File: config.mk
export PLATFORM = sky130hd
export DESIGN_NAME = pressure_triggered_dosing_fsm_flat
export DESIGN_NICKNAME = d
export VERILOG_FILES = /design/src/design/ptdf_pkg.sv /design/src/design/ptdf_if.sv /design/src/design/ptdf_cfg.sv /design/src/design/ptdf_step.sv /design/src/design/pressure_triggered_dosing_fsm.sv /design/src/flat_wrapper.sv
export VERILOG_INCLUDE_DIRS = /design/src /design/src/design
export SDC_FILE = /design/constraint.sdc
export NUM_CORES = 1
export LEC_CHECK = 0
export BUFFER_PORTS_ARGS = -buffer_cell sky130_fd_sc_hd__buf_2
export CAP_MARGIN = 20
export CORE_MARGIN = 2
export CORE_UTILIZATION = 43
export CTS_CLUSTER_SIZE = 28
export DETAILED_ROUTE_END_ITERATION = 10
export PLACE_DENSITY = 0.66
export SETUP_SLACK_MARGIN = 0.5
export SLEW_MARGIN = 20
export SYNTH_ARGS = -nofsm -noshare
export SYNTH_HDL_FRONTEND = slang
export SYNTH_SLANG_ARGS = --single-unit
File: constraint.sdc
create_clock -name clk -period 12.5 [get_ports clk]
set_clock_uncertainty 0.2 [all_clocks]
set_input_delay 0 -clock clk [delete_from_list [all_inputs] [get_ports clk]]
set_output_delay 0 -clock clk [all_outputs]
set_load 0.03 [all_outputs]
File: src/design/pressure_triggered_dosing_fsm_defines.svh
// Assertion macros shared by the dosing controller modules.
`ifndef PRESSURE_TRIGGERED_DOSING_FSM_DEFINES_SVH
`define PRESSURE_TRIGGERED_DOSING_FSM_DEFINES_SVH

// Same-cycle implication, checked at every rising edge outside reset.
`define PTDF_ASSERT_NOW(lbl, ante, cons, msg) \
  lbl: assert property (@(posedge clk) disable iff (!rst_n) (ante) |-> (cons)) \
    else $error(msg);

// Next-cycle implication, checked at every rising edge outside reset.
`define PTDF_ASSERT_NEXT(lbl, ante, cons, msg) \
  lbl: assert property (@(posedge clk) disable iff (!rst_n) (ante) |=> (cons)) \
    else $error(msg);

`endif

File: src/design/ptdf_pkg.sv
// Shared types, codes and reset values of the dosing controller.
package ptdf_pkg;

  localparam int unsigned PressW = 16;
  localparam int unsigned TimeW  = 32;

  // Configuration register indexes.
  typedef enum logic [1:0] {
    REG_START_THR   = 2'd0,
    REG_RUN_TIMEOUT = 2'd1,
    REG_COOLDOWN    = 2'd2,
    REG_HOLD        = 2'd3
  } reg_idx_t;

  // Event codes reported with each result.
  typedef enum logic [2:0] {
    EV_NONE    = 3'd0,
    EV_START   = 3'd1,
    EV_HOLD    = 3'd2,
    EV_TIMEOUT = 3'd3,
    EV_READY   = 3'd4
  } event_t;

  localparam logic signed [PressW-1:0] START_THR_RST   = 16'sd100;
  localparam logic        [TimeW-1:0]  RUN_TIMEOUT_RST = 32'd60000;
  localparam logic        [TimeW-1:0]  COOLDOWN_RST    = 32'd60000;
  localparam logic        [TimeW-1:0]  HOLD_RST        = 32'd2000;

  typedef struct packed {
    logic signed [PressW-1:0] start_thr;
    logic        [TimeW-1:0]  run_timeout_ms;
    logic        [TimeW-1:0]  cooldown_ms;
    logic        [TimeW-1:0]  hold_ms;
  } cfg_t;

  typedef struct packed {
    logic signed [PressW-1:0] pressure;
    logic        [TimeW-1:0]  now_ms;
  } item_t;

  typedef struct packed {
    logic       drive_on;
    logic [1:0] mode;
    event_t     event_res;
  } res_t;

endpackage

File: src/design/ptdf_if.sv
// Valid/ready channel interfaces for samples, results and configuration writes.
interface ptdf_in_if;
  logic               valid;
  logic               ready;
  logic signed [15:0] pressure;
  logic        [31:0] now_ms;

  modport source (output valid, pressure, now_ms, input ready);
  modport sink   (input valid, pressure, now_ms, output ready);
endinterface

interface ptdf_out_if;
  logic       valid;
  logic       ready;
  logic       drive_on;
  logic [1:0] mode;
  logic [2:0] event_res;

  modport source (output valid, drive_on, mode, event_res, input ready);
  modport sink   (input valid, drive_on, mode, event_res, output ready);
endinterface

interface ptdf_cfg_if;
  logic        valid;
  logic        ready;
  logic [1:0]  addr;
  logic [31:0] data;

  modport source (output valid, addr, data, input ready);
  modport sink   (input valid, addr, data, output ready);
endinterface

File: src/design/ptdf_cfg.sv
// Configuration register file of the dosing controller.
module ptdf_cfg
  import ptdf_pkg::*;
(
  input  logic         clk,
  input  logic         rst_n,
  ptdf_cfg_if.sink     cfg_chan,
  output cfg_t         cfg
);

  cfg_t cfg_r;

  assign cfg_chan.ready = 1'b1;
  assign cfg            = cfg_r;

  always_ff @(posedge clk) begin
    if (!rst_n) begin
      cfg_r.start_thr      <= START_THR_RST;
      cfg_r.run_timeout_ms <= RUN_TIMEOUT_RST;
      cfg_r.cooldown_ms    <= COOLDOWN_RST;
      cfg_r.hold_ms        <= HOLD_RST;
    end else if (cfg_chan.valid) begin
      unique case (cfg_chan.addr)
        REG_START_THR:   cfg_r.start_thr      <= cfg_chan.data[PressW-1:0];
        REG_RUN_TIMEOUT: cfg_r.run_timeout_ms <= cfg_chan.data;
        REG_COOLDOWN:    cfg_r.cooldown_ms    <= cfg_chan.data;
        REG_HOLD:        cfg_r.hold_ms        <= cfg_chan.data;
        default: ;
      endcase
    end
  end

endmodule

File: src/design/ptdf_step.sv
// Mode machine: state registers and the per-sample next-state logic.
`include "pressure_triggered_dosing_fsm_defines.svh"

module ptdf_step
  import ptdf_pkg::*;
(
  input  logic  clk,
  input  logic  rst_n,
  input  logic  step_en,
  input  item_t item,
  input  cfg_t  cfg,
  output res_t  res
);

  typedef enum logic [1:0] {
    ST_IDLE = 2'd0,
    ST_RUN  = 2'd1,
    ST_COOL = 2'd2
  } state_t;

  state_t             st_r,        st_nxt;
  logic [TimeW-1:0]   entry_r,     entry_nxt;
  logic               above_tim_r, above_tim_nxt;
  logic [TimeW-1:0]   above_ent_r, above_ent_nxt;
  logic               drive_r,     drive_nxt;
  event_t             ev;

  logic               above;
  logic               tim_run;
  logic [TimeW-1:0]   ent_run;
  logic [TimeW-1:0]   mode_age;
  logic [TimeW-1:0]   above_age;

  // Pressure above threshold, and the above-threshold timer as it stands
  // after this sample while running.
  assign above     = item.pressure > cfg.start_thr;
  assign tim_run   = above;
  assign ent_run   = above ? (above_tim_r ? above_ent_r : item.now_ms) : '0;
  assign mode_age  = item.now_ms - entry_r;
  assign above_age = item.now_ms - ent_run;

  always_comb begin
    st_nxt        = st_r;
    entry_nxt     = entry_r;
    above_tim_nxt = above_tim_r;
    above_ent_nxt = above_ent_r;
    drive_nxt     = drive_r;
    ev            = EV_NONE;
    unique case (st_r)
      ST_RUN: begin
        above_tim_nxt = tim_run;
        above_ent_nxt = ent_run;
        if (tim_run && (above_age >= cfg.hold_ms)) begin
          drive_nxt     = 1'b0;
          st_nxt        = ST_COOL;
          entry_nxt     = item.now_ms;
          above_tim_nxt = 1'b0;
          ev            = EV_HOLD;
        end else if (mode_age >= cfg.run_timeout_ms) begin
          drive_nxt     = 1'b0;
          st_nxt        = ST_COOL;
          entry_nxt     = item.now_ms;
          above_tim_nxt = 1'b0;
          ev            = EV_TIMEOUT;
        end
      end
      ST_COOL: begin
        if (mode_age >= cfg.cooldown_ms) begin
          st_nxt    = ST_IDLE;
          entry_nxt = item.now_ms;
          ev        = EV_READY;
        end
      end
      default: begin
        // Idle, and the unused code, which behaves as idle.
        st_nxt = ST_IDLE;
        if (!above) begin
          drive_nxt     = 1'b1;
          st_nxt        = ST_RUN;
          entry_nxt     = item.now_ms;
          above_tim_nxt = 1'b0;
          above_ent_nxt = '0;
          ev            = EV_START;
        end
      end
    endcase
  end

  assign res.drive_on  = drive_nxt;
  assign res.mode      = st_nxt;
  assign res.event_res = ev;

  always_ff @(posedge clk) begin
    if (!rst_n) begin
      st_r        <= ST_IDLE;
      entry_r     <= '0;
      above_tim_r <= 1'b0;
      above_ent_r <= '0;
      drive_r     <= 1'b0;
    end else if (step_en) begin
      st_r        <= st_nxt;
      entry_r     <= entry_nxt;
      above_tim_r <= above_tim_nxt;
      above_ent_r <= above_ent_nxt;
      drive_r     <= drive_nxt;
    end
  end

  `PTDF_ASSERT_NOW(a_drive_only_run, 1'b1, drive_r == (st_r == ST_RUN),
    "drive output disagrees with running mode")
  `PTDF_ASSERT_NOW(a_timer_only_run, above_tim_r, st_r == ST_RUN,
    "above-threshold timer armed outside running mode")
  `PTDF_ASSERT_NEXT(a_start_enters_run, step_en && (ev == EV_START), st_r == ST_RUN,
    "start event did not enter running mode")

endmodule

File: src/design/pressure_triggered_dosing_fsm.sv
// Top level of the pressure-triggered dosing controller.
//
//   channel  dir  payload                          transfer when
//   in_chan  in   pressure[15:0] s, now_ms[31:0]   valid && ready
//   out_chan out  drive_on, mode[1:0], event_res   valid && ready
//   cfg_chan in   addr[1:0], data[31:0]            valid && ready (ready tied high)
//
// One sample is accepted per cycle while input ready is high. The sample lands
// in an input register, one combinational pass of the mode machine (two 32-bit
// wrapped subtract-and-compare paths) runs, and the result register catches it
// while the mode state updates; the result is then offered on the output.
// Reset clears the mode state, both valid flags and the configuration registers
// to their documented defaults. When the result is not taken, the result and the
// input registers hold and input ready drops only once both are full.
`include "pressure_triggered_dosing_fsm_defines.svh"

module pressure_triggered_dosing_fsm
  import ptdf_pkg::*;
(
  input  logic        clk,
  input  logic        rst_n,
  ptdf_in_if.sink     in_chan,
  ptdf_out_if.source  out_chan,
  ptdf_cfg_if.sink    cfg_chan
);

  cfg_t  cfg;
  item_t item_r;
  logic  in_v_r;
  res_t  res_r;
  logic  res_v_r;
  res_t  res;

  logic  res_free;
  logic  adv;
  logic  in_xfer;

  // The result slot frees when it is empty or being taken this cycle; a
  // buffered sample advances into it then, and the input register reloads.
  assign res_free      = !res_v_r || out_chan.ready;
  assign adv           = in_v_r && res_free;
  assign in_chan.ready = !in_v_r || res_free;
  assign in_xfer       = in_chan.valid && in_chan.ready;

  ptdf_cfg u_cfg (
    .clk      (clk),
    .rst_n    (rst_n),
    .cfg_chan (cfg_chan),
    .cfg      (cfg)
  );

  ptdf_step u_step (
    .clk     (clk),
    .rst_n   (rst_n),
    .step_en (adv),
    .item    (item_r),
    .cfg     (cfg),
    .res     (res)
  );

  always_ff @(posedge clk) begin
    if (!rst_n) begin
      in_v_r  <= 1'b0;
      res_v_r <= 1'b0;
    end else begin
      if (in_chan.ready) begin
        in_v_r <= in_chan.valid;
      end
      if (res_free) begin
        res_v_r <= in_v_r;
      end
    end
  end

  // Payload registers carry no reset; their valid flags qualify them.
  always_ff @(posedge clk) begin
    if (in_xfer) begin
      item_r.pressure <= in_chan.pressure;
      item_r.now_ms   <= in_chan.now_ms;
    end
    if (adv) begin
      res_r <= res;
    end
  end

  assign out_chan.valid     = res_v_r;
  assign out_chan.drive_on  = res_r.drive_on;
  assign out_chan.mode      = res_r.mode;
  assign out_chan.event_res = res_r.event_res;

  `PTDF_ASSERT_NEXT(a_adv_fills_result, adv, res_v_r,
    "advanced sample did not reach the result register")
  `PTDF_ASSERT_NOW(a_empty_result_ready, !res_v_r, in_chan.ready,
    "input stalled while the result register is empty")

endmodule
File: src/flat_wrapper.sv
// flat-port wrapper written by rule: the top's interface ports become plain ports
module pressure_triggered_dosing_fsm_flat import ptdf_pkg::*;
  (clk, rst_n, in_chan_valid, in_chan_pressure, in_chan_now_ms, in_chan_ready, out_chan_valid, out_chan_drive_on, out_chan_mode, out_chan_event_res, out_chan_ready, cfg_chan_valid, cfg_chan_addr, cfg_chan_data, cfg_chan_ready);
  ptdf_in_if in_chan_i ();
  ptdf_out_if out_chan_i ();
  ptdf_cfg_if cfg_chan_i ();
  input  logic clk;
  input  logic rst_n;
  input wire logic [$bits(in_chan_i.valid)-1:0] in_chan_valid;
  input wire logic [$bits(in_chan_i.pressure)-1:0] in_chan_pressure;
  input wire logic [$bits(in_chan_i.now_ms)-1:0] in_chan_now_ms;
  output wire logic [$bits(in_chan_i.ready)-1:0] in_chan_ready;
  output wire logic [$bits(out_chan_i.valid)-1:0] out_chan_valid;
  output wire logic [$bits(out_chan_i.drive_on)-1:0] out_chan_drive_on;
  output wire logic [$bits(out_chan_i.mode)-1:0] out_chan_mode;
  output wire logic [$bits(out_chan_i.event_res)-1:0] out_chan_event_res;
  input wire logic [$bits(out_chan_i.ready)-1:0] out_chan_ready;
  input wire logic [$bits(cfg_chan_i.valid)-1:0] cfg_chan_valid;
  input wire logic [$bits(cfg_chan_i.addr)-1:0] cfg_chan_addr;
  input wire logic [$bits(cfg_chan_i.data)-1:0] cfg_chan_data;
  output wire logic [$bits(cfg_chan_i.ready)-1:0] cfg_chan_ready;
  assign in_chan_i.valid = in_chan_valid;
  assign in_chan_i.pressure = in_chan_pressure;
  assign in_chan_i.now_ms = in_chan_now_ms;
  assign in_chan_ready = in_chan_i.ready;
  assign out_chan_valid = out_chan_i.valid;
  assign out_chan_drive_on = out_chan_i.drive_on;
  assign out_chan_mode = out_chan_i.mode;
  assign out_chan_event_res = out_chan_i.event_res;
  assign out_chan_i.ready = out_chan_ready;
  assign cfg_chan_i.valid = cfg_chan_valid;
  assign cfg_chan_i.addr = cfg_chan_addr;
  assign cfg_chan_i.data = cfg_chan_data;
  assign cfg_chan_ready = cfg_chan_i.ready;
  pressure_triggered_dosing_fsm u_core (.clk(clk), .rst_n(rst_n), .in_chan(in_chan_i), .out_chan(out_chan_i), .cfg_chan(cfg_chan_i));
endmodule
==> flow_metrics.py <==
metrics = {
    "worst_setup_path": {
        "r2r_start": "u_core.item_r[33]",
        "r2r_end": "u_core.u_step.entry_r[24]",
        "regToRegSetupSlack_ns": 4.64,
        "critical_path_buf_inv_count": 2,
        "cp-end-kind": "flop",
        "cp_data_required_time_ns": 12.78,
        "arrival_ns": 8.14,
        "worst_setup_path_start_kind": "flop",
        "reg2regPathDepth": 30,
        "crit_fanout": 66,
        "crit_slowest_cell": "a31oi_1",
        "path_delay_family": "compound AO/OA/AOI/OAI gates",
        "path_class": "flop to flop",
        "critical-path-max-stage-delay_ns": 0.57,
    },
    "logic_synthesis": {
        "yosys.area.top_type": "dfxtp_1",
        "ys_seq_area_frac": 0.359,
        "synth_cell_types": 74,
        "syn_nets": 2033,
        "syn_area_per_cell_um2": 8.30,
        "synth_edf_count": 54,
        "syn_area_um2": 14700,
        "ys.flop_type": "dfxtp_1",
        "synth_top_cell_area_share": 0.249,
        "synth_cells": 1767,
        "ys_ff_latch": 236,
        "ys_warn_count": 0,
        "async_flop_share": 0,
        "yosys-top-cells-area": "dfxtp_1 25%, ha_1 15%, edfxtp_1 11%",
    },
    "sta": {
        "drv_slew": 0,
        "worst_slew_pin_slew_ns": 1.03,
        "final-setup-viol-count": 0,
        "finalCritPeriodShare": 0.629,
        "slew_headroom": 0.308,
        "tns_ns": 0,
        "rsz0062_at_grt": "false",
        "max_freq_mhz": 127,
        "finalHoldViolations": 0,
        "fin_crit_ns": 7.87,
    },
    "worst_hold_path": {
        "hold_depth": 4,
        "hold_path.class": "primary input to flop",
        "whs_endpoint": "u_core.u_cfg.cfg[38]",
        "worstHoldStart": "cfg_chan_data[6]",
    },
    "finish": {
        "layout_commonest_cell": "nand2_1",
        "drive_gt1_frac": 0.103,
        "most-common-layout-cells": "381 x nand2_1, 203 x a21oi_1, 182 x dfxtp_1",
        "n_fill_cell": 3133,
        "stdcell_count": 2446,
        "syn_to_final_growth_pct": 22.4,
        "insertedDiodeCount": 0,
        "multiInputGateArea_um2": 8520,
        "regArea_um2": 5270,
        "final_util": 0.535,
        "fin_area_um2": 17900,
        "final_nets": 2242,
    },
    "route": {
        "vias": 13189,
        "via_per_inst": 5.39,
        "avgRoutedWirePerCell_um": 16.7,
        "drt_iter0_markers": 853,
        "wirelength_mm": 40.9,
        "drt-pass1-iter-count": 5,
        "drc": 0,
        "postRouteAntennaNets": 0,
    },
    "floorplan": {
        "num_rows": 67,
        "die-area_um2": 35600,
        "dieWidth_um": 189,
        "coreArea_um2": 33500,
        "die_h_um": 189,
        "start_util": 0.437,
        "io_pins": 96,
    },
    "cts": {
        "clock_sinks": 236,
        "h-tree-depth": 1,
        "clk_path_buf_depth": 3,
        "post_cts_resized": 0,
        "cts_tree": "built",
        "postCtsHoldBufs": 142,
        "clkLatencyLatePin_ns": 0.55,
        "cts-root-buf": "clkbuf_16",
        "numCtsBuffers": 28,
        "cts_setup_buffers": 0,
        "clk_pin_slew_ns": 0.06,
    },
    "global_routing": {
        "grtUsageMet1": 0.294,
        "grt_max_degree": 91,
        "busiest_layer": "met2",
        "grt_pass1_vias": 12917,
        "grt_first_pass_wirelength_mm": 66.0,
        "gr-usage-met3": 0.0333,
        "overflow": 0,
        "track_usage": 0.227,
        "globalRouteMet2Util": 0.391,
        "antenna_found_initial": 0,
    },
    "place": {
        "hpwl_mm": 29.0,
        "placed_area_um2": 15500,
        "routabilityCongestion": 0.900,
        "numPortBuffers": 94,
        "dp.cells": 2251,
    },
    "power_and_ir_drop": {
        "p_leak_uw": 0.00716,
        "power.density_nw_per_um2": 126,
        "ir_worst_vdd_mv": 0.117,
    },
    "run_status": {
        "outcome": "finished clean",
    },
    "run": {
        "cap_violations": 0,
    },
}
## layer usage
metal	part of all wire	wire, um
met1	0.45	18300
met2	0.48	19400
met3	0.047	1920
met4	0.029	1180
met5	0	0
## final cells by class
| type | count | area share |
|---|---|---|
| tap | 448 | 0.0312 |
| timing repair buffer | 251 | 0.112 |
| multi-input combinational | 1297 | 0.475 |
| clock inverter | 20 | 0.0114 |
| inverter | 162 | 0.0340 |
| sequential | 236 | 0.293 |
| clock buffer | 32 | 0.0428 |
## metrics by stage
stage               hold WS (ns)  setup WS [ns]  total power, uW
floorplan                 -0.101           6.11             1230
global placement         -0.0222           5.01             1360
detailed placement       -0.0219           4.75             1380
CTS                       0.0689           4.73             2280
global route               0.102           4.13             2380
finish                    0.0943           4.64             2260
## Yosys cell counts, types with 4 or more instances
master / instances
o31ai_1: 4
o21ai_1: 4
xnor2_1: 37
o21bai_1: 7
o211ai_1: 28
nor2b_1: 15
a31oi_1: 14
a21o_1: 43
nand4_1: 44
ha_1: 177
mux2_2: 30
nor4_1: 5
o21ai_0: 50
xor2_1: 18
nor3_1: 7
or3_1: 4
nand3_1: 23
a21oi_1: 204
a211oi_1: 10
and3_1: 9
a211o_1: 6
o2111ai_1: 5
nand2_1: 381
inv_1: 161
nand2b_1: 10
edfxtp_1: 54
clkbuf_1: 66
mux2i_1: 33
dfxtp_1: 182
nor2_1: 60
o21a_1: 13
## worst reg2reg max path, delay by kind of cell, from the launching register on
family | cells | cell delay [ns]
xor gates and xnor gates | 1 | 0.09
buffers and inverters | 2 | 1.04
and+or+nand+nor | 7 | 1.50
DFF | 1 | 0.38
adders and majority gates | 3 | 1.07
AOI/OAI and AO/OA | 16 | 3.23
muxes | 1 | 0.28
## how the worst max path moves through the flow
stage / startpoint / to / slack (ns) / cells after the start
6_report: u_core.item_r[33] / u_core.u_step.entry_r[24] / 4.64 / 30
2_1_floorplan: u_core.item_r[33] / u_core.out_chan.drive_on / 6.11 / 30
4_1_cts: u_core.item_r[33] / u_core.u_step.entry_r[24] / 4.73 / 30
3_5_place_dp: u_core.item_r[33] / u_core.u_step.entry_r[24] / 4.75 / 30
5_1_grt: u_core.item_r[33] / u_core.u_step.entry_r[27] / 4.13 / 30
3_3_place_gp: u_core.item_r[33] / u_core.u_step.entry_r[29] / 5.01 / 30
## power breakdown
| group | total (uW) | leakage [uW] | switching, uW | internal (uW) |
|---|---|---|---|---|
| clock network | 858 | 0.000489 | 337 | 521 |
| logic | 575 | 0.00467 | 330 | 245 |
| registers | 831 | 0.00201 | 19.8 | 811 |
## cell families (layout without fill, tap and decap cells)
| group | count (synthesis) | after routing | synth area share |
|---|---|---|---|
| flops | 236 | 236 | 0.359 |
| compound gates | 419 | 419 | 0.175 |
| buf+inv | 234 | 465 | 0.0617 |
| mux | 63 | 63 | 0.0456 |
| simple gates | 580 | 580 | 0.172 |
| other cells | 1 | 1 | 0.000256 |
| fa+ha+maj | 179 | 179 | 0.154 |
| xor+xnor | 55 | 55 | 0.0329 |
## sequential cells by signal (all words and copies together), names as in the netlist, 2 cells and up
name                       cells
u_core.item_r                 48
u_core.out_chan.event_res      3
u_core.out_chan.mode           2
u_core.u_cfg.cfg             112
u_core.u_step.above_ent_r     32
u_core.u_step.entry_r         32
u_core.u_step.st_r             2
Note: power is estimated with default switching activity, not from simulation.
